[src/hw/rtl/tblc_pkg.sv]
`timescale 1ns / 1ps
`default_nettype none
package tblc_pkg;

	localparam int COUNT_W   = 12;
	localparam int READING_W = 16;
	localparam int CH_W      = 2;

	localparam logic [1:0] CH_WATER_TANK = 2'd0;
	localparam logic [1:0] CH_BATTERY    = 2'd1;
	localparam logic [1:0] CH_FUEL       = 2'd2;
	localparam logic [1:0] CH_UNUSED     = 2'd3;

	localparam logic [1:0] MODE_240_33 = 2'd1;
	localparam logic [1:0] MODE_0_190  = 2'd2;

	localparam logic [2:0] REG_FULL_SCALE = 3'd0;
	localparam logic [2:0] REG_BAT_TRIM   = 3'd1;
	localparam logic [2:0] REG_WATER_TRIM = 3'd2;
	localparam logic [2:0] REG_FUEL_TRIM  = 3'd3;
	localparam logic [2:0] REG_WATER_MODE = 3'd4;
	localparam logic [2:0] REG_FUEL_MODE  = 3'd5;

	localparam logic [11:0] FULL_SCALE_DIV = 12'd4095;
	localparam logic [11:0] BAT_MUL        = 12'd1200;
	localparam logic [11:0] OHM_MUL        = 12'd190;
	localparam logic [11:0] OHM_DIV        = 12'd950;
	localparam logic [11:0] PCT_MUL        = 12'd100;
	localparam logic [11:0] SPAN_240_33    = 12'd207;
	localparam logic [11:0] SPAN_0_190     = 12'd190;
	localparam logic [7:0]  BAT_TRIM_DEF   = 8'd120;
	localparam logic [7:0]  TANK_TRIM_DEF  = 8'd100;

endpackage
`default_nettype wire

[src/hw/rtl/tblc_if.sv]
`timescale 1ns / 1ps
`default_nettype none
interface tblc_sample_if;
	import tblc_pkg::*;
	logic                 valid;
	logic                 ready;
	logic [CH_W-1:0]      channel;
	logic [COUNT_W-1:0]   raw_count;
	modport source (output valid, channel, raw_count, input ready);
	modport sink   (input valid, channel, raw_count, output ready);
endinterface

interface tblc_result_if;
	import tblc_pkg::*;
	logic                 valid;
	logic                 ready;
	logic [CH_W-1:0]      channel_out;
	logic [READING_W-1:0] reading;
	modport source (output valid, channel_out, reading, input ready);
	modport sink   (input valid, channel_out, reading, output ready);
endinterface
`default_nettype wire

[src/hw/rtl/tank_and_battery_level_conditioner_core.sv]
`timescale 1ns / 1ps
`default_nettype none
// one item at a time through a bit-serial shift-add multiplier and a restoring divider,
// two to four passes per item: two for the battery, three for a tank, four when a tank
// percent meter mode needs its division; the next item is taken only once the result
// has loaded into the output register and the core is back in idle;
// a finished item waits while the output register is full. reset (arst_n low, async): defaults, unseeded
module tank_and_battery_level_conditioner_core #(
	parameter int TANK_SMOOTH_SHIFT    = 11,
	parameter int BATTERY_SMOOTH_SHIFT = 7
) (
	input  wire logic         clk,
	input  wire logic         arst_n,
	tblc_sample_if.sink       sample,
	tblc_result_if.source     result,
	input  wire logic         psel,
	input  wire logic         penable,
	input  wire logic         pwrite,
	input  wire logic [4:0]   paddr,
	input  wire logic [31:0]  pwdata,
	output logic      [31:0]  prdata,
	output logic              pready
);
	import tblc_pkg::*;

	typedef enum logic [2:0] {
		ST_IDLE, ST_MUL, ST_DIV, ST_SMOOTH, ST_PCT, ST_FIN
	} state_t;

	// configuration registers
	logic [11:0] full_scale_q;
	logic [7:0]  bat_trim_q, water_trim_q, fuel_trim_q;
	logic [1:0]  water_mode_q, fuel_mode_q;
	logic [2:0]  reg_idx;

	assign reg_idx = paddr[4:2];
	assign pready  = 1'b1;

	always_ff @(posedge clk or negedge arst_n) begin
		if (!arst_n) begin
			full_scale_q <= 12'd2048;
			bat_trim_q   <= BAT_TRIM_DEF;
			water_trim_q <= TANK_TRIM_DEF;
			fuel_trim_q  <= TANK_TRIM_DEF;
			water_mode_q <= 2'd0;
			fuel_mode_q  <= 2'd0;
		end else if (psel && penable && pwrite) begin
			case (reg_idx)
				REG_FULL_SCALE: full_scale_q <= pwdata[11:0];
				REG_BAT_TRIM:   bat_trim_q   <= pwdata[7:0];
				REG_WATER_TRIM: water_trim_q <= pwdata[7:0];
				REG_FUEL_TRIM:  fuel_trim_q  <= pwdata[7:0];
				REG_WATER_MODE: water_mode_q <= pwdata[1:0];
				REG_FUEL_MODE:  fuel_mode_q  <= pwdata[1:0];
				default: ;
			endcase
		end
	end

	always_comb begin
		case (reg_idx)
			REG_FULL_SCALE: prdata = {20'd0, full_scale_q};
			REG_BAT_TRIM:   prdata = {24'd0, bat_trim_q};
			REG_WATER_TRIM: prdata = {24'd0, water_trim_q};
			REG_FUEL_TRIM:  prdata = {24'd0, fuel_trim_q};
			REG_WATER_MODE: prdata = {30'd0, water_mode_q};
			REG_FUEL_MODE:  prdata = {30'd0, fuel_mode_q};
			default:        prdata = 32'd0;
		endcase
	end

	// datapath state
	state_t      state_q;
	logic [1:0]  step_q;         // which mul/div pass is running
	logic [4:0]  cnt_q;          // bit counter inside a pass
	logic [1:0]  ch_q;
	logic [23:0] prod_q, mcand_q, num_q;
	logic [11:0] mplier_q, div_q, rem_q;
	logic [15:0] sm_q, res_q;
	logic [27:0] acc_q [3];
	logic [2:0]  seeded_q;
	logic        out_valid_q;
	logic [1:0]  out_ch_q;
	logic [15:0] out_reading_q;

	assign sample.ready        = (state_q == ST_IDLE);
	assign result.valid        = out_valid_q;
	assign result.channel_out  = out_ch_q;
	assign result.reading      = out_reading_q;

	// one multiplier bit per cycle
	logic [23:0] prod_nx;
	assign prod_nx = prod_q + (mplier_q[0] ? mcand_q : 24'd0);

	// one quotient bit per cycle, quotient shifts into num
	logic [12:0] trial, trial_sub;
	logic        trial_ge;
	logic [23:0] num_nx;
	logic [11:0] rem_nx;
	assign trial     = {rem_q, num_q[23]};
	assign trial_ge  = trial >= {1'b0, div_q};
	assign trial_sub = trial - {1'b0, div_q};
	assign rem_nx    = trial_ge ? trial_sub[11:0] : trial[11:0];
	assign num_nx    = {num_q[22:0], trial_ge};

	logic [15:0] q_sat;
	assign q_sat = (|num_nx[23:16]) ? 16'hFFFF : num_nx[15:0];

	// calibration divisors, zero trim selects the default
	logic [11:0] bat_cal, tank_cal;
	logic [7:0]  tank_trim;
	assign tank_trim = (ch_q == CH_FUEL) ? fuel_trim_q : water_trim_q;
	assign bat_cal   = {4'd0, (bat_trim_q == 8'd0) ? BAT_TRIM_DEF : bat_trim_q};
	assign tank_cal  = {4'd0, (tank_trim == 8'd0) ? TANK_TRIM_DEF : tank_trim};

	// exponential average
	logic        is_bat;
	logic [27:0] acc_cur, acc_shr, acc_seed, acc_new;
	logic [15:0] sm_new;
	logic [1:0]  mode;
	assign is_bat   = (ch_q == CH_BATTERY);
	assign acc_cur  = acc_q[ch_q];
	assign acc_shr  = is_bat ? (acc_cur >> BATTERY_SMOOTH_SHIFT)
	                         : (acc_cur >> TANK_SMOOTH_SHIFT);
	assign acc_seed = is_bat ? (28'(sm_q) << BATTERY_SMOOTH_SHIFT)
	                         : (28'(sm_q) << TANK_SMOOTH_SHIFT);
	assign acc_new  = seeded_q[ch_q] ? (acc_cur - acc_shr + 28'(sm_q)) : acc_seed;
	assign sm_new   = is_bat ? 16'(acc_new >> BATTERY_SMOOTH_SHIFT)
	                         : 16'(acc_new >> TANK_SMOOTH_SHIFT);
	assign mode     = (ch_q == CH_FUEL) ? fuel_mode_q : water_mode_q;

	logic [15:0] span_240;
	assign span_240 = 16'd240 - sm_q;

	always_ff @(posedge clk or negedge arst_n) begin
		if (!arst_n) begin
			state_q     <= ST_IDLE;
			step_q      <= 2'd0;
			cnt_q       <= 5'd0;
			seeded_q    <= 3'b000;
			out_valid_q <= 1'b0;
			for (int i = 0; i < 3; i++) acc_q[i] <= 28'd0;
		end else begin
			if (result.ready) out_valid_q <= 1'b0;
			case (state_q)
				ST_IDLE: begin
					if (sample.valid && sample.channel != CH_UNUSED) begin
						ch_q     <= sample.channel;
						mcand_q  <= {12'd0, sample.raw_count};
						mplier_q <= full_scale_q;
						div_q    <= FULL_SCALE_DIV;
						prod_q   <= 24'd0;
						cnt_q    <= 5'd0;
						step_q   <= 2'd0;
						state_q  <= ST_MUL;
					end
				end
				ST_MUL: begin
					prod_q   <= prod_nx;
					mcand_q  <= {mcand_q[22:0], 1'b0};
					mplier_q <= {1'b0, mplier_q[11:1]};
					cnt_q    <= cnt_q + 5'd1;
					if (cnt_q == 5'd11) begin
						num_q   <= prod_nx;
						rem_q   <= 12'd0;
						cnt_q   <= 5'd0;
						state_q <= ST_DIV;
					end
				end
				ST_DIV: begin
					num_q <= num_nx;
					rem_q <= rem_nx;
					cnt_q <= cnt_q + 5'd1;
					if (cnt_q == 5'd23) begin
						cnt_q   <= 5'd0;
						prod_q  <= 24'd0;
						mcand_q <= {12'd0, num_nx[11:0]};
						step_q  <= step_q + 2'd1;
						state_q <= ST_MUL;
						case (step_q)
							2'd0: begin
								// millivolts ready
								mplier_q <= is_bat ? BAT_MUL : OHM_MUL;
								div_q    <= is_bat ? bat_cal : OHM_DIV;
							end
							2'd1: begin
								if (is_bat) begin
									sm_q    <= q_sat;
									state_q <= ST_SMOOTH;
								end else begin
									mplier_q <= PCT_MUL;
									div_q    <= tank_cal;
								end
							end
							2'd2: begin
								sm_q    <= q_sat;
								state_q <= ST_SMOOTH;
							end
							default: begin
								res_q   <= num_nx[15:0];
								state_q <= ST_FIN;
							end
						endcase
					end
				end
				ST_SMOOTH: begin
					acc_q[ch_q]    <= acc_new;
					seeded_q[ch_q] <= 1'b1;
					sm_q           <= sm_new;
					res_q          <= sm_new;
					state_q        <= is_bat ? ST_FIN : ST_PCT;
				end
				ST_PCT: begin
					state_q  <= ST_FIN;
					prod_q   <= 24'd0;
					cnt_q    <= 5'd0;
					step_q   <= 2'd3;
					mplier_q <= PCT_MUL;
					if (mode == MODE_240_33) begin
						if (sm_q > 16'd360)      res_q <= 16'd255;
						else if (sm_q >= 16'd240) res_q <= 16'd0;
						else if (sm_q <= 16'd33)  res_q <= 16'd100;
						else begin
							mcand_q <= {12'd0, span_240[11:0]};
							div_q   <= SPAN_240_33;
							state_q <= ST_MUL;
						end
					end else if (mode == MODE_0_190) begin
						if (sm_q > 16'd285)      res_q <= 16'd255;
						else if (sm_q >= 16'd190) res_q <= 16'd100;
						else begin
							mcand_q <= {12'd0, sm_q[11:0]};
							div_q   <= SPAN_0_190;
							state_q <= ST_MUL;
						end
					end else begin
						res_q <= (sm_q > 16'd255) ? 16'd255 : sm_q;
					end
				end
				ST_FIN: begin
					if (!out_valid_q || result.ready) begin
						out_valid_q   <= 1'b1;
						out_ch_q      <= ch_q;
						out_reading_q <= res_q;
						state_q       <= ST_IDLE;
					end
				end
				default: state_q <= ST_IDLE;
			endcase
		end
	end

endmodule
`default_nettype wire
[src/flat_wrapper.sv]
// flat-port wrapper written by rule: the top's interface ports become plain ports
module tank_and_battery_level_conditioner_core_flat import tblc_pkg::*;
#(
	parameter int TANK_SMOOTH_SHIFT    = 11,
	parameter int BATTERY_SMOOTH_SHIFT = 7
)
  (clk, arst_n, psel, penable, pwrite, paddr, pwdata, prdata, pready, sample_valid, sample_channel, sample_raw_count, sample_ready, result_valid, result_channel_out, result_reading, result_ready);
  tblc_sample_if sample_i ();
  tblc_result_if result_i ();
  input  wire logic clk;
  input  wire logic arst_n;
  input  wire logic psel;
  input  wire logic penable;
  input  wire logic pwrite;
  input  wire logic [4:0] paddr;
  input  wire logic [31:0] pwdata;
  output logic      [31:0] prdata;
  output logic pready;
  input wire logic [$bits(sample_i.valid)-1:0] sample_valid;
  input wire logic [$bits(sample_i.channel)-1:0] sample_channel;
  input wire logic [$bits(sample_i.raw_count)-1:0] sample_raw_count;
  output wire logic [$bits(sample_i.ready)-1:0] sample_ready;
  output wire logic [$bits(result_i.valid)-1:0] result_valid;
  output wire logic [$bits(result_i.channel_out)-1:0] result_channel_out;
  output wire logic [$bits(result_i.reading)-1:0] result_reading;
  input wire logic [$bits(result_i.ready)-1:0] result_ready;
  assign sample_i.valid = sample_valid;
  assign sample_i.channel = sample_channel;
  assign sample_i.raw_count = sample_raw_count;
  assign sample_ready = sample_i.ready;
  assign result_valid = result_i.valid;
  assign result_channel_out = result_i.channel_out;
  assign result_reading = result_i.reading;
  assign result_i.ready = result_ready;
  tank_and_battery_level_conditioner_core #(.TANK_SMOOTH_SHIFT(TANK_SMOOTH_SHIFT), .BATTERY_SMOOTH_SHIFT(BATTERY_SMOOTH_SHIFT)) u_core (.clk(clk), .arst_n(arst_n), .sample(sample_i), .result(result_i), .psel(psel), .penable(penable), .pwrite(pwrite), .paddr(paddr), .pwdata(pwdata), .prdata(prdata), .pready(pready));
endmodule
[config.mk]
export PLATFORM = sky130hd
export DESIGN_NAME = tank_and_battery_level_conditioner_core_flat
export DESIGN_NICKNAME = d
export VERILOG_FILES = /design/src/hw/rtl/tblc_pkg.sv /design/src/hw/rtl/tblc_if.sv /design/src/hw/rtl/tank_and_battery_level_conditioner_core.sv /design/src/flat_wrapper.sv
export SDC_FILE = /design/constraint.sdc
export NUM_CORES = 1
export LEC_CHECK = 0
export ABC_AREA = 1
export BUFFER_PORTS_ARGS = -buffer_cell sky130_fd_sc_hd__buf_2
export CAP_MARGIN = 5
export CELL_PAD_IN_SITES_DETAIL_PLACEMENT = 1
export CELL_PAD_IN_SITES_GLOBAL_PLACEMENT = 1
export CORE_ASPECT_RATIO = 0.6
export CORE_MARGIN = 2
export CORE_UTILIZATION = 42
export CTS_CLUSTER_DIAMETER = 60
export DETAILED_ROUTE_END_ITERATION = 8
export GPL_TIMING_DRIVEN = 0
export PLACE_DENSITY_LB_ADDON = 0.1
export SYNTH_ARGS = -nofsm -noshare
export SYNTH_HDL_FRONTEND = slang
export SYNTH_SLANG_ARGS = --single-unit
[constraint.sdc]
create_clock -name clk -period 3.5 [get_ports clk]
set_input_delay 0.35 -clock clk [delete_from_list [all_inputs] [get_ports clk]]
set_output_delay 0.35 -clock clk [all_outputs]
set_load 0.05 [all_outputs]
After elaboration in Yosys (flattened, before gate mapping):

Index checks and enable logic that the tools add are counted.

* bits in registers: 298
* latch bits: 0
* bits in writable memories: 0
* bits in read-only memories: 0
* bits of input ports: 58
* memories kept: 0

* add/sub/neg operators: 7
* multiply operators: 0
* divide/modulo/power cells: 0
* $lt $le $gt $ge: 11
* equal/unequal tests: 36
* shifts and indexed selects: 0
* muxes and demuxes: 98
* bitwise logic cells: 2
* reductions and logical operators: 37

Operators by type and width (number)
* 24-bit two-way mux: 13
* 16-bit two-way mux: 14
* 24-bit one-hot mux with 4 select lines: 2
* 12-bit two-way mux: 15
* 28-bit two-way mux: 4
* 84-bit bitwise mux: 1
* 12-bit one-hot mux with 2 select lines: 3
* 12-bit one-hot mux with 6 select lines: 1
* 16-bit one-hot mux with 2 select lines: 2
* 28-bit binary-select mux with 2-bit select: 1
* 28-bit demux with 2-bit select: 1
* 12-bit one-hot mux with 4 select lines: 1
* 16-bit one-hot mux with 3 select lines: 1
* 24-bit one-hot mux with 2 select lines: 1
* 12-bit one-hot mux with 3 select lines: 1
* 3-bit two-way mux: 11
* 16-bit by 8-bit >= comparator with 1-bit output, second input constant: 2
* 16-bit by 9-bit greater-than comparator with 1-bit output, second input constant: 2
* 28-bit by 16-bit adder with 28-bit output: 1
* 28-bit subtractor: 1
* 27-bit two-way mux: 1
* 24-bit adder: 1
* 8-bit two-way mux: 3
* 21-bit two-way mux: 1
* other kinds (56): 107

Depth between registers and ports, before layout:

Gate-level depths: netlist of the first run.

* word-level depth: 10
* mapped depth: 24

Least setup slack after synthesis of the first run:

OpenSTA, ideal clock, no wires.

* kind: register to register
* from: register u_core.ch_q[0]
* to: register u_core.res_q[0], data pin
* data arrival time: 3.316 ns
* required time: 3.232 ns
* setup slack: -0.085 ns
* stages on the path, launching flop included: 18
* path through: edfxtp_1 > inv_2 > nand2_2 > inv_2 > clkbuf_1 > clkbuf_1 > a21oi_1 > fa_1 > inv_1 > ha_1 > or2_2 > nand3_1 > nand2_1 > or2_2 > nand3_1 > o21ai_1 > nand2_1 > nand4_1

* cells in the longest elaborated chain, start to end: 10

RTL lines
* start, declared: line tank_and_battery_level_conditioner_core.sv:76 `logic [1:0] ch_q;`
* start signal, assigned: line tank_and_battery_level_conditioner_core.sv:148 `ch_q <= sample.channel;`
* 2-bit NOT with 3-bit output (implied by the code): line tank_and_battery_level_conditioner_core.sv:122 `assign acc_cur = acc_q[ch_q];`
* 28-bit binary-select mux with 2-bit select: line tank_and_battery_level_conditioner_core.sv:122
* 28-bit two-way mux (implied by the code) (2 in a row): line tank_and_battery_level_conditioner_core.sv:122
* 21-bit two-way mux: line tank_and_battery_level_conditioner_core.sv:123 `assign acc_shr = is_bat ? (acc_cur >> BATTERY_SMOOTH_SHIFT)`
* 28-bit subtractor: line tank_and_battery_level_conditioner_core.sv:127 `assign acc_new = seeded_q[ch_q] ? (acc_cur - acc_shr + 28'(sm_q)) : acc_seed;`
* 28-bit by 16-bit adder with 28-bit output: line tank_and_battery_level_conditioner_core.sv:127
* 28-bit two-way mux: line tank_and_battery_level_conditioner_core.sv:127
* 16-bit two-way mux: line tank_and_battery_level_conditioner_core.sv:128 `assign sm_new = is_bat ? 16'(acc_new >> BATTERY_SMOOTH_SHIFT)`
* 16-bit one-hot mux with 3 select lines (*): line tank_and_battery_level_conditioner_core.sv:145 `case (state_q)`
* end signal, assigned: line tank_and_battery_level_conditioner_core.sv:200 `res_q <= num_nx[15:0];`
* end signal, assigned: line tank_and_battery_level_conditioner_core.sv:210 `res_q <= sm_new;`
* end signal, assigned: line tank_and_battery_level_conditioner_core.sv:237 `res_q <= (sm_q > 16'd255) ? 16'd255 : sm_q;`
* end, declared: line tank_and_battery_level_conditioner_core.sv:79 `logic [15:0] sm_q, res_q;`

Every way passes the cells marked *; elsewhere a longest branch is shown, timed or not. The select of a mux whose other input is x is not followed.
A chain may end at the register's enable or synchronous reset.

Worst setup path in the final report of the first run:

* from: register u_core.ch_q[1]
* to: register u_core.res_q[6], data pin

The elaborated chain is that of the path after synthesis.

==> metrics.cfg, run 1 <==
[die]
coreArea_um2 = 43600
die_h_um = 168
ios = 111
fp-row-count = 59
dieArea_um2 = 46300
die_width_um = 277
initial_core_util = 0.429

[timing]
fin_crit_sh = 1.14
period_needed_ns = 4.00
hold_viol = 0
fmax_ghz = 0.250
fin_tns_setup_ns = -31.62
rsz0062_at_grt = true
finClkSkew_ns = 0.0340
setup_viol = 103
max_slew_margin = 0.215
fin_ws_ns = -0.503
whs_ns = 0.0108
slew_violations = 0
tightest_slew_ns = 1.18

[placed_design]
place.gp.congestion = 0.955
dpl_cell_area_um2 = 20000
hpwlAfterDp_mm = 57.1
pre_cts_slack_ns = -1.88
portBuffers = 67
dp_cells = 3057

[power]
p_per_area_nw_per_um2 = 1130
power_mw = 27.5
ir_worst_vdd_uv = 538
p_leak_nw = 11.2

[setup_path]
worst-endpoint-required_ns = 3.77
setup.worst_path.start_class = register
path_class = reg2reg
cp_max_fo = 5
cp.arrival_ns = 4.27
cp-end-kind = register

[global_routing]
grt_overflow = 0
met3_usage = 0.108
use_met1 = 0.490
grt.busiest_layer = met1
grt_usage = 0.324
grt_pass1_vias = 18300
grt_max_degree = 95
use_met2 = 0.450
grt_pass1_wl_mm = 114
antenna_found_initial = 3

[routing]
ant_nets = 0
post_drt_wl_per_cell_um = 24.5
route.vias.total = 18600
post-route-drc-count = 0
vias_per_cell = 5.76
wl_mm = 79.2
drtPass1Iterations = 6
drt_first_iter_violations = 1796

[clock_tree]
cts_tree = done
clk_latency_ns = 0.60
cts_root_buf = clkbuf_16
numCtsBuffers = 31
clk_pin_slew_ns = 0.07
cts.path.max_buffers = 3
h-tree-depth = 1
clock-sinks = 296

[logic_synthesis]
synth_top_cell_by_area = edfxtp_1
synth_area_leaders = edfxtp_1 25%, dfrtp_1 17%, nand2_1 13%
netlist_area_um2 = 18700
ys_async_sr_fraction = 0.466
synth_seq_area_share = 0.439
ys_warn_count = 0
synthDominantCellAreaShare = 0.254
synth_cell_types = 58
syn_area_per_cell_um2 = 7.84
synth_edf_count = 158
synthCells = 2386
synth_ff_type = edfxtp_1
ys_seq_elements = 296

[flow_run]
drv_cap = 0

[outcome]
violations = setup timing
status = finished, violations left

[cells_and_area]
nNetsFinal = 2776
area_growth_pct = 30.7
drive_gt1_frac = 0.276
fin_area_um2 = 24500
finalNonFillerCells = 3228
finish.utilization = 0.561

[min_path]
hold_class = in2reg

## worst paths after layout
path	startpoint	endpoint	depth (start not counted)	slack, ns
min	pwdata[1]	u_core.fuel_mode_q[1]	3	0.01
min reg2reg	u_core.res_q[2]	u_core.result.reading[2]	0	0.42
min in group asynchronous	arst_n	u_core.acc_q[48]	3	0.36
max reg2reg	u_core.ch_q[1]	u_core.res_q[6]	21	-0.50
max in group asynchronous	arst_n	u_core.full_scale_q[11]	3	2.65
max	u_core.ch_q[1]	u_core.res_q[6]	21	-0.50
## power breakdown
part | internal [mW] | total, mW | switching, mW
Sequential | 5.34 | 6.13 | 0.787
Combinational | 6.31 | 18.0 | 11.7
Clock | 1.85 | 3.41 | 1.56
Total | 13.5 | 27.5 | 14.0
## Yosys cell counts, types with 6 or more instances
master,count
a21oi_1,89
a221oi_1,9
a22o_1,8
a22oi_1,12
a22oi_2,6
a31oi_1,15
buf_1,6
buf_2,15
buf_4,26
clkbuf_1,33
dfrtp_1,127
dfstp_2,11
edfxtp_1,158
fa_1,18
ha_1,76
inv_1,338
inv_2,21
nand2_1,662
nand2_2,10
nand3_1,132
nand3b_1,11
nand4_1,40
nor2_1,184
nor2_2,12
nor3_1,14
o2111ai_1,11
o211ai_1,6
o21a_1,6
o21ai_0,192
o21ai_1,32
o21bai_1,8
or2_2,13
xnor2_1,15
xor2_1,16
## critical path, cell delays in order (launching register included)
cell      delay, ns
edfxtp_1       0.47
clkinv_4       0.13
buf_12         0.14
nand2_8        0.08
inv_8          0.09
buf_12         0.16
buf_6          0.15
buf_12         0.15
o21bai_4       0.08
fa_1           0.60
inv_2          0.06
ha_4           0.31
nand2_4        0.08
nor2_4         0.19
and3_4         0.25
nand2_4        0.05
nand2_2        0.06
nand2_2        0.07
nand3_4        0.11
nand2_4        0.09
nand2_4        0.13
nand4_1        0.19
## routing by layer
layer | up-vias | wire length, um
li1 | 8292 | -
met3 | 107 | 8450
met4 | 0 | 1340
met5 | - | 0
met2 | 863 | 32400
met1 | 9333 | 37000
## sequential cells by signal, indices dropped and copies added (netlist names), 10 cells and up
name	cells
u_core.acc_q	84
u_core.rem_q	12
u_core.full_scale_q	12
u_core.sm_q	16
u_core.result.reading	16
u_core.prod_q	24
u_core.mplier_q	12
u_core.res_q	16
u_core.div_q	10
u_core.num_q	24
u_core.mcand_q	24
## final cells by class
class | count | area, um^2
antenna | 1 | 2.50
clock buffer | 44 | 887
fill | 5111 | 19200
sequential | 296 | 8210
multi-input combinational | 1665 | 10900
inverter | 359 | 1390
clock inverter | 13 | 110
tap | 579 | 724
buffer | 82 | 603
timing repair buffer | 189 | 1620
## layout by cell type, fill, tap and decap left out, drive strengths merged, types with 21 or more instances in the layout
cell	n
a21oi	91
buf	234
clkbuf	76
conb	21
dfrtp	127
edfxtp	158
ha	76
inv	363
nand2	674
nand3	133
nand4	40
nor2	200
o21ai	229
## cell families (layout without fill, tap and decap cells)
logic type	Yosys count	after routing	synth area share
AOI/OAI and AO/OA	421	421	0.131
xor gates and xnor gates	31	31	0.0145
adders and majority gates	94	94	0.0701
buffers and inverters	444	687	0.0973
DFF	296	296	0.439
muxes	1	1	0.000535
other	2	22	0.000401
and+or+nand+nor	1097	1097	0.247
## timing repair
action | in CTS | in global routing
endpoints found under the hold margin | 48 | 0
hold buffers | 5 | 0
pin swaps | 70 | 50
cloned | 2 | 1
resized for setup | 351 | 291
setup buffers | 61 | 49
endpoints found under the setup margin | 149 | 131
Power figures use the tool's default switching activity.
==> run 2, diff against run 1 <==
--- a/config.mk
+++ b/config.mk
@@ -5,18 +5,16 @@
 export SDC_FILE = /design/constraint.sdc
 export NUM_CORES = 1
 export LEC_CHECK = 0
-export ABC_AREA = 1
 export BUFFER_PORTS_ARGS = -buffer_cell sky130_fd_sc_hd__buf_2
 export CAP_MARGIN = 5
 export CELL_PAD_IN_SITES_DETAIL_PLACEMENT = 1
 export CELL_PAD_IN_SITES_GLOBAL_PLACEMENT = 1
 export CORE_ASPECT_RATIO = 0.6
-export CORE_MARGIN = 2
-export CORE_UTILIZATION = 42
+export CORE_UTILIZATION = 44
 export CTS_CLUSTER_DIAMETER = 60
 export DETAILED_ROUTE_END_ITERATION = 8
 export GPL_TIMING_DRIVEN = 0
-export PLACE_DENSITY_LB_ADDON = 0.1
+export PLACE_DENSITY_LB_ADDON = 0.2
 export SYNTH_ARGS = -nofsm -noshare
 export SYNTH_HDL_FRONTEND = slang
 export SYNTH_SLANG_ARGS = --single-unit
==> metrics.cfg, run 2 <==
[routing]
ant_nets = 0
route.vias.total = 17600
post_drt_wl_per_cell_um = 27.9
drtPass1Iterations = 5
vias_per_cell = 6.37
drt_first_iter_violations = 2033
post-route-drc-count = 0
wl_mm = 77.3

[power]
power.internal_mw = 7.82
p_per_area_nw_per_um2 = 527
p_seq_frac = 0.358
combPwrFrac = 0.365
swShare = 0.376
clock_power_share = 0.278
power_mw = 12.5
p_switching_mw = 4.72
ir_worst_vdd_uv = 442
p_leak_nw = 9.86

[logic_synthesis]
ys_warn_count = 0
synthDominantCellAreaShare = 0.259
synth_edf_count = 158
yosys.area_share.simple = 0.150
synthCells = 1924
synth.most_common_cell = nand2_1
synthTopCellsByCount = 252 x nand2_1, 180 x o21ai_0, 158 x edfxtp_1
synth_area_leaders = edfxtp_1 26%, dfrtp_1 17%, ha_1 5.2%
synthMuxAreaShare = 0.0610
synth-compound-area-share = 0.190
synth_fa_ha_area_frac = 0.0715
synth_xor_area_frac = 0.0301
synth_top_cell_by_area = edfxtp_1
netlist_area_um2 = 18300
ys_async_sr_fraction = 0.466
syn_area_per_cell_um2 = 9.53
synth_top_family_by_area = compound AO/OA/AOI/OAI gates
synth_ff_type = edfxtp_1
ys_seq_elements = 296
synth_seq_area_share = 0.448
synth_cell_types = 85

[setup_path]
critPathMaxStageDelay_ns = 0.50
setup.worst_path.start_class = register
cp-end-kind = register
r2r_cells = 21
cp.arrival_ns = 5.27
cp_max_fo = 5
path_class = reg2reg
worst-endpoint-required_ns = 3.93
crit_chain = buf_6 > buf_12 > buf_4 > buf_4 > mux2i_4 > o21ai_4 > nor2_4 > nor2_1 > fa_1 > inv_2 > ha_4 > buf_4 > o21ai_1 > o31a_4 > o21ai_4 > and3_4 > a41o_1 > mux2i_1 > nor2_2 > buf_6 > o21ai_4
reg2reg_to = u_core.res_q[15]
crit_slowest_cell = fa_1
reg2reg_from = u_core.ch_q[0]
rrSetupSlack_ns = -1.34

[die]
die_h_um = 160
die_width_um = 266
initial_core_util = 0.450
coreArea_um2 = 40800
ios = 111
fp-row-count = 57
dieArea_um2 = 42500

[timing]
slew_violations = 0
rsz0062_at_grt = true
fmax_ghz = 0.207
fin_crit_sh = 1.38
max_slew_margin = 0.162
period_needed_ns = 4.84
fin_tns_setup_ns = -98.80
setup_viol = 98
fin_ws_ns = -1.34
tightest_slew_ns = 1.25
hold_viol = 0
finClkSkew_ns = 0.0130

[placed_design]
portBuffers = 66
pre_cts_slack_ns = -2.48
dp_cells = 2575
place.gp.congestion = 0.969
hpwlAfterDp_mm = 54.4

[cells_and_area]
finalNonFillerCells = 2770
finish.utilization = 0.583
drive_gt1_frac = 0.296
mostFrequentLayoutCell = nand2_1
final_cell_mix = 238 x nand2_1, 158 x edfxtp_1, 130 x nor2_1, 127 x dfrtp_1, 113 x o21ai_0
nNetsFinal = 2332
area_growth_pct = 29.6
multiInputGateArea_um2 = 11000
regArea_um2 = 8210
nFillCells = 4485
largest_register_ffs = 84
largest_register = u_core.acc_q

[outcome]
violations = setup timing
status = finished, violations left

[global_routing]
antenna_found_initial = 6
grt_overflow = 0
grt_pass1_vias = 17500
grt_max_degree = 73
grt_pass1_wl_mm = 113
grt_usage = 0.354

[clock_tree]
numCtsBuffers = 31
cts.path.max_buffers = 3
clk_pin_slew_ns = 0.07
clk_latency_ns = 0.62
cts_root_buf = clkbuf_16
clock-sinks = 296
h-tree-depth = 1
cts_tree = done

[flow_run]
drv_cap = 0

[min_path]
hold_class = in2reg
hold_end = u_core.water_trim_q[2]
min_path_cells = 2
min-delay-start = pwdata[2]

[run 2: changes by cell type after synthesis, sizes merged, moves of 33 or more]
| cell | previous run | this run |
|---|---|---|
| mux2i | 1 | 45 |
| mux2 | 0 | 43 |
| inv | 359 | 92 |
| nor2 | 200 | 151 |
| nand2 | 674 | 252 |
| and2 | 3 | 46 |
| a21oi | 91 | 124 |
| clkbuf | 33 | 77 |
| nand3 | 133 | 41 |
[run 2: worst max-delay path by stage]
stage,end,from,slack [ns],cells past startpoint
global route,u_core.sm_q[14],u_core.ch_q[0],-1.35,20
finish,u_core.res_q[15],u_core.ch_q[0],-1.34,21
global placement,u_core.sm_q[5],arst_n,-2.86,3
CTS,u_core.res_q[13],u_core.ch_q[0],-1.10,19
detailed placement,u_core.res_q[12],u_core.ch_q[1],-2.48,16
floorplan,u_core.res_q[13],u_core.ch_q[0],-0.53,18
[run 2: stage by stage]
stage               cell area, um^2  hold slack (ns)
floorplan                     18700           0.0544
global placement              19700            0.403
detailed placement            19900            0.410
CTS                           23000           0.0100
global route                  23800           0.0360
finish                        23800           0.0295
[run 2: logic make-up after synthesis]
kind of cell               Yosys count
adders and majority gates           94
buffers and inverters              215
DFF                                296
AOI/OAI and AO/OA                  549
muxes                               96
xor gates and xnor gates            63
and+or+nand+nor                    609
other                                2
[run 2: final cells by class]
| class | instances | share of cell area |
|---|---|---|
| Sequential cell | 296 | 0.345 |
| Multi-Input combinational cell | 1432 | 0.461 |
| Tap cell | 560 | 0.0295 |
| Timing Repair Buffer | 207 | 0.0717 |
| Clock inverter | 22 | 0.00842 |
| Buffer | 120 | 0.0337 |
| Clock buffer | 36 | 0.0349 |
| Antenna cell | 5 | 0.000526 |
| Inverter | 92 | 0.0145 |
[run 2: power groups by stage]
stage / Clock [mW] / Combinational, mW / Sequential, mW
2_1_floorplan: 0 / 2.43 / 4.41
3_3_place_gp: 0 / 3.31 / 4.52
3_5_place_dp: 0 / 3.52 / 4.54
4_1_cts: 3.49 / 4.08 / 4.47
5_1_grt: 3.62 / 4.83 / 4.51
6_report: 3.48 / 4.57 / 4.48
[run 2: what timing repair did]
item | CTS | global route
gates resized for setup | 310 | 131
hold endpoints to repair | 76 | 0
hold buffers | 7 | 0
setup endpoints to repair | 163 | 180
buffers inserted | 104 | 37
pin swaps | 116 | 84
[run 2: critical path, delay by kind of cell, from the launching register on]
family,cells,cell delay (ns)
AOI/OAI and AO/OA,6,1.49
adders and majority gates,2,0.68
buffers and inverters,7,0.96
DFF,1,0.48
muxes,2,0.46
and+or+nand+nor,4,0.57
[run 2: routing by layer]
metal | wire, um | up-vias | track usage
li1 | - | 7418 | -
met1 | 34700 | 9034 | 0.549
met2 | 31600 | 1034 | 0.491
met3 | 9120 | 150 | 0.0907
met4 | 1900 | 0 | 0.0758
met5 | 0 | - | 0
==> run 3, diff against run 2 <==
--- a/config.mk
+++ b/config.mk
@@ -10,7 +10,8 @@
 export CELL_PAD_IN_SITES_DETAIL_PLACEMENT = 1
 export CELL_PAD_IN_SITES_GLOBAL_PLACEMENT = 1
 export CORE_ASPECT_RATIO = 0.6
-export CORE_UTILIZATION = 44
+export CORE_UTILIZATION = 45
+export CTS_BUF_LIST = sky130_fd_sc_hd__clkbuf_8
 export CTS_CLUSTER_DIAMETER = 60
 export DETAILED_ROUTE_END_ITERATION = 8
 export GPL_TIMING_DRIVEN = 0
==> metrics.cfg, run 3 (synthesis gave the netlist of run 2 again) <==
[outcome]
status = finished, violations left
violations = setup timing

[timing]
period_needed_ns = 4.73
hold_viol = 0
max_slew_margin = 0.0360
fin_crit_sh = 1.35
fin_tns_setup_ns = -88.85
rsz0062_at_grt = true
finClkSkew_ns = 0.0297
tightest_slew_ns = 1.44
setup_viol = 107
slew_violations = 0
fmax_ghz = 0.211
fin_ws_ns = -1.23

[cells_and_area]
finalNonFillerCells = 2741
drive_gt1_frac = 0.274
nNetsFinal = 2332
mostFrequentLayoutCell = nand2_1
regArea_um2 = 8210
largest_register = u_core.acc_q
nFillCells = 4337
final_cell_mix = 242 x nand2_1, 158 x edfxtp_1, 134 x nor2_1, 127 x dfrtp_1, 114 x o21ai_0
area_growth_pct = 26.9
diodes = 0
multiInputGateArea_um2 = 10700
largest_register_ffs = 84

[die]
dieArea_um2 = 41600
ios = 111
die_width_um = 263
die_h_um = 158
coreArea_um2 = 39600
fp-row-count = 56
initial_core_util = 0.463

[global_routing]
grt_overflow = 0
grt_max_degree = 81
grt_pass1_wl_mm = 112
grt_usage = 0.362
antenna_found_initial = 0
grt_pass1_vias = 17400

[min_path]
min-delay-start = pwdata[2]
hold_end = u_core.full_scale_q[2]
hold_class = in2reg
min_path_cells = 2

[clock_tree]
clk_latency_ns = 0.63
numCtsBuffers = 48
cts_tree = done
h-tree-depth = 2
clock-sinks = 296
clk_pin_slew_ns = 0.07
cts_root_buf = clkbuf_8
cts.path.max_buffers = 3

[setup_path]
reg2reg_to = u_core.sm_q[14]
setup.worst_path.start_class = register
cp_max_fo = 6
worst-endpoint-required_ns = 3.84
path_class = reg2reg
reg2reg_from = u_core.ch_q[0]
r2r_cells = 21
cp-end-kind = register
cp.arrival_ns = 5.07
rrSetupSlack_ns = -1.23

[routing]
post_drt_wl_per_cell_um = 28.2
route.vias.total = 17600
wl_met3_mm = 10.0
wl_mm = 77.4
m1WireLength_mm = 34.5
top_layer = met4
dr_wl_met2_mm = 31.1
drt_first_iter_violations = 2221
vias_per_cell = 6.41
drtPass1Iterations = 7
ant_nets = 0
post-route-drc-count = 0

[power]
p_leak_nw = 9.79
ir_worst_vdd_uv = 385
p_per_area_nw_per_um2 = 518
power_mw = 12.1

[flow_run]
drv_cap = 0

[placed_design]
dp_cells = 2537
portBuffers = 66
place.gp.congestion = 0.995
hpwlAfterDp_mm = 54.4

## run 3: layer usage
metal / vias to the layer above / track usage
li1: 7388 / -
met1: 8916 / 0.543
met2: 1134 / 0.500
met3: 140 / 0.109
met4: 0 / 0.0894
met5: - / 0
## run 3: worst max-delay path by stage
stage,slack (ns),startpoint,cells past startpoint,endpoint
after CTS,-1.07,u_core.ch_q[0],21,u_core.sm_q[14]
final,-1.23,u_core.ch_q[0],21,u_core.sm_q[14]
after global placement,-2.82,arst_n,4,u_core.mcand_q[11]
after global routing,-1.32,u_core.ch_q[0],21,u_core.sm_q[14]
after floorplan,-0.53,u_core.ch_q[0],18,u_core.res_q[13]
after detailed placement,-2.48,u_core.ch_q[1],17,u_core.res_q[13]
## run 3: worst max-delay path, stage by stage, from the launching register on
cell       delay (ns)
edfxtp_1         0.45
buf_6            0.19
buf_12           0.14
buf_12           0.14
buf_12           0.14
mux2i_1          0.17
nor2_2           0.07
a21oi_4          0.19
fa_1             0.47
inv_2            0.09
ha_1             0.26
a211oi_2         0.26
o211ai_2         0.17
buf_4            0.19
a41oi_4          0.22
o2bb2ai_4        0.21
o31ai_4          0.11
buf_6            0.15
nor4b_4          0.13
a211oi_2         0.26
a21boi_4         0.31
a311oi_2         0.13
## run 3: cell type report
cell class / count / share of cell area
clock inverter: 31 / 0.00806
timing repair buffer: 189 / 0.0666
tap: 522 / 0.0280
clock buffer: 58 / 0.0343
buffer: 121 / 0.0344
multi-input combinational: 1432 / 0.461
sequential: 296 / 0.353
inverter: 92 / 0.0148
## run 3: stage by stage
step | setup WS, ns | hold WS [ns] | util | instance area [um^2]
5_1_grt | -1.32 | 0.0205 | 0.588 | 23300
4_1_cts | -1.07 | 0.00386 | 0.576 | 22800
2_1_floorplan | -0.527 | 0.0544 | - | 18700
3_5_place_dp | -2.48 | 0.385 | 0.501 | 19800
3_3_place_gp | -2.82 | 0.404 | 0.496 | 19700
6_report | -1.23 | 0.0307 | 0.588 | 23300
## run 3: what timing repair did
item,in CTS,in global routing
setup endpoints to repair,163,151
hold buffers,8,0
setup buffers,90,18
pin swaps,95,36
resized for setup,290,84
endpoints found under the hold margin,60,0
gates cloned,3,0
## run 3: where the power goes
| part | leakage (nW) | switching [mW] | total, mW | internal, mW |
|---|---|---|---|---|
| clock | 0.578 | 1.60 | 3.25 | 1.65 |
| sequential | 3.21 | 0.259 | 4.48 | 4.22 |
| combinational | 6.00 | 2.69 | 4.33 | 1.64 |
| total | 9.79 | 4.54 | 12.1 | 7.51 |
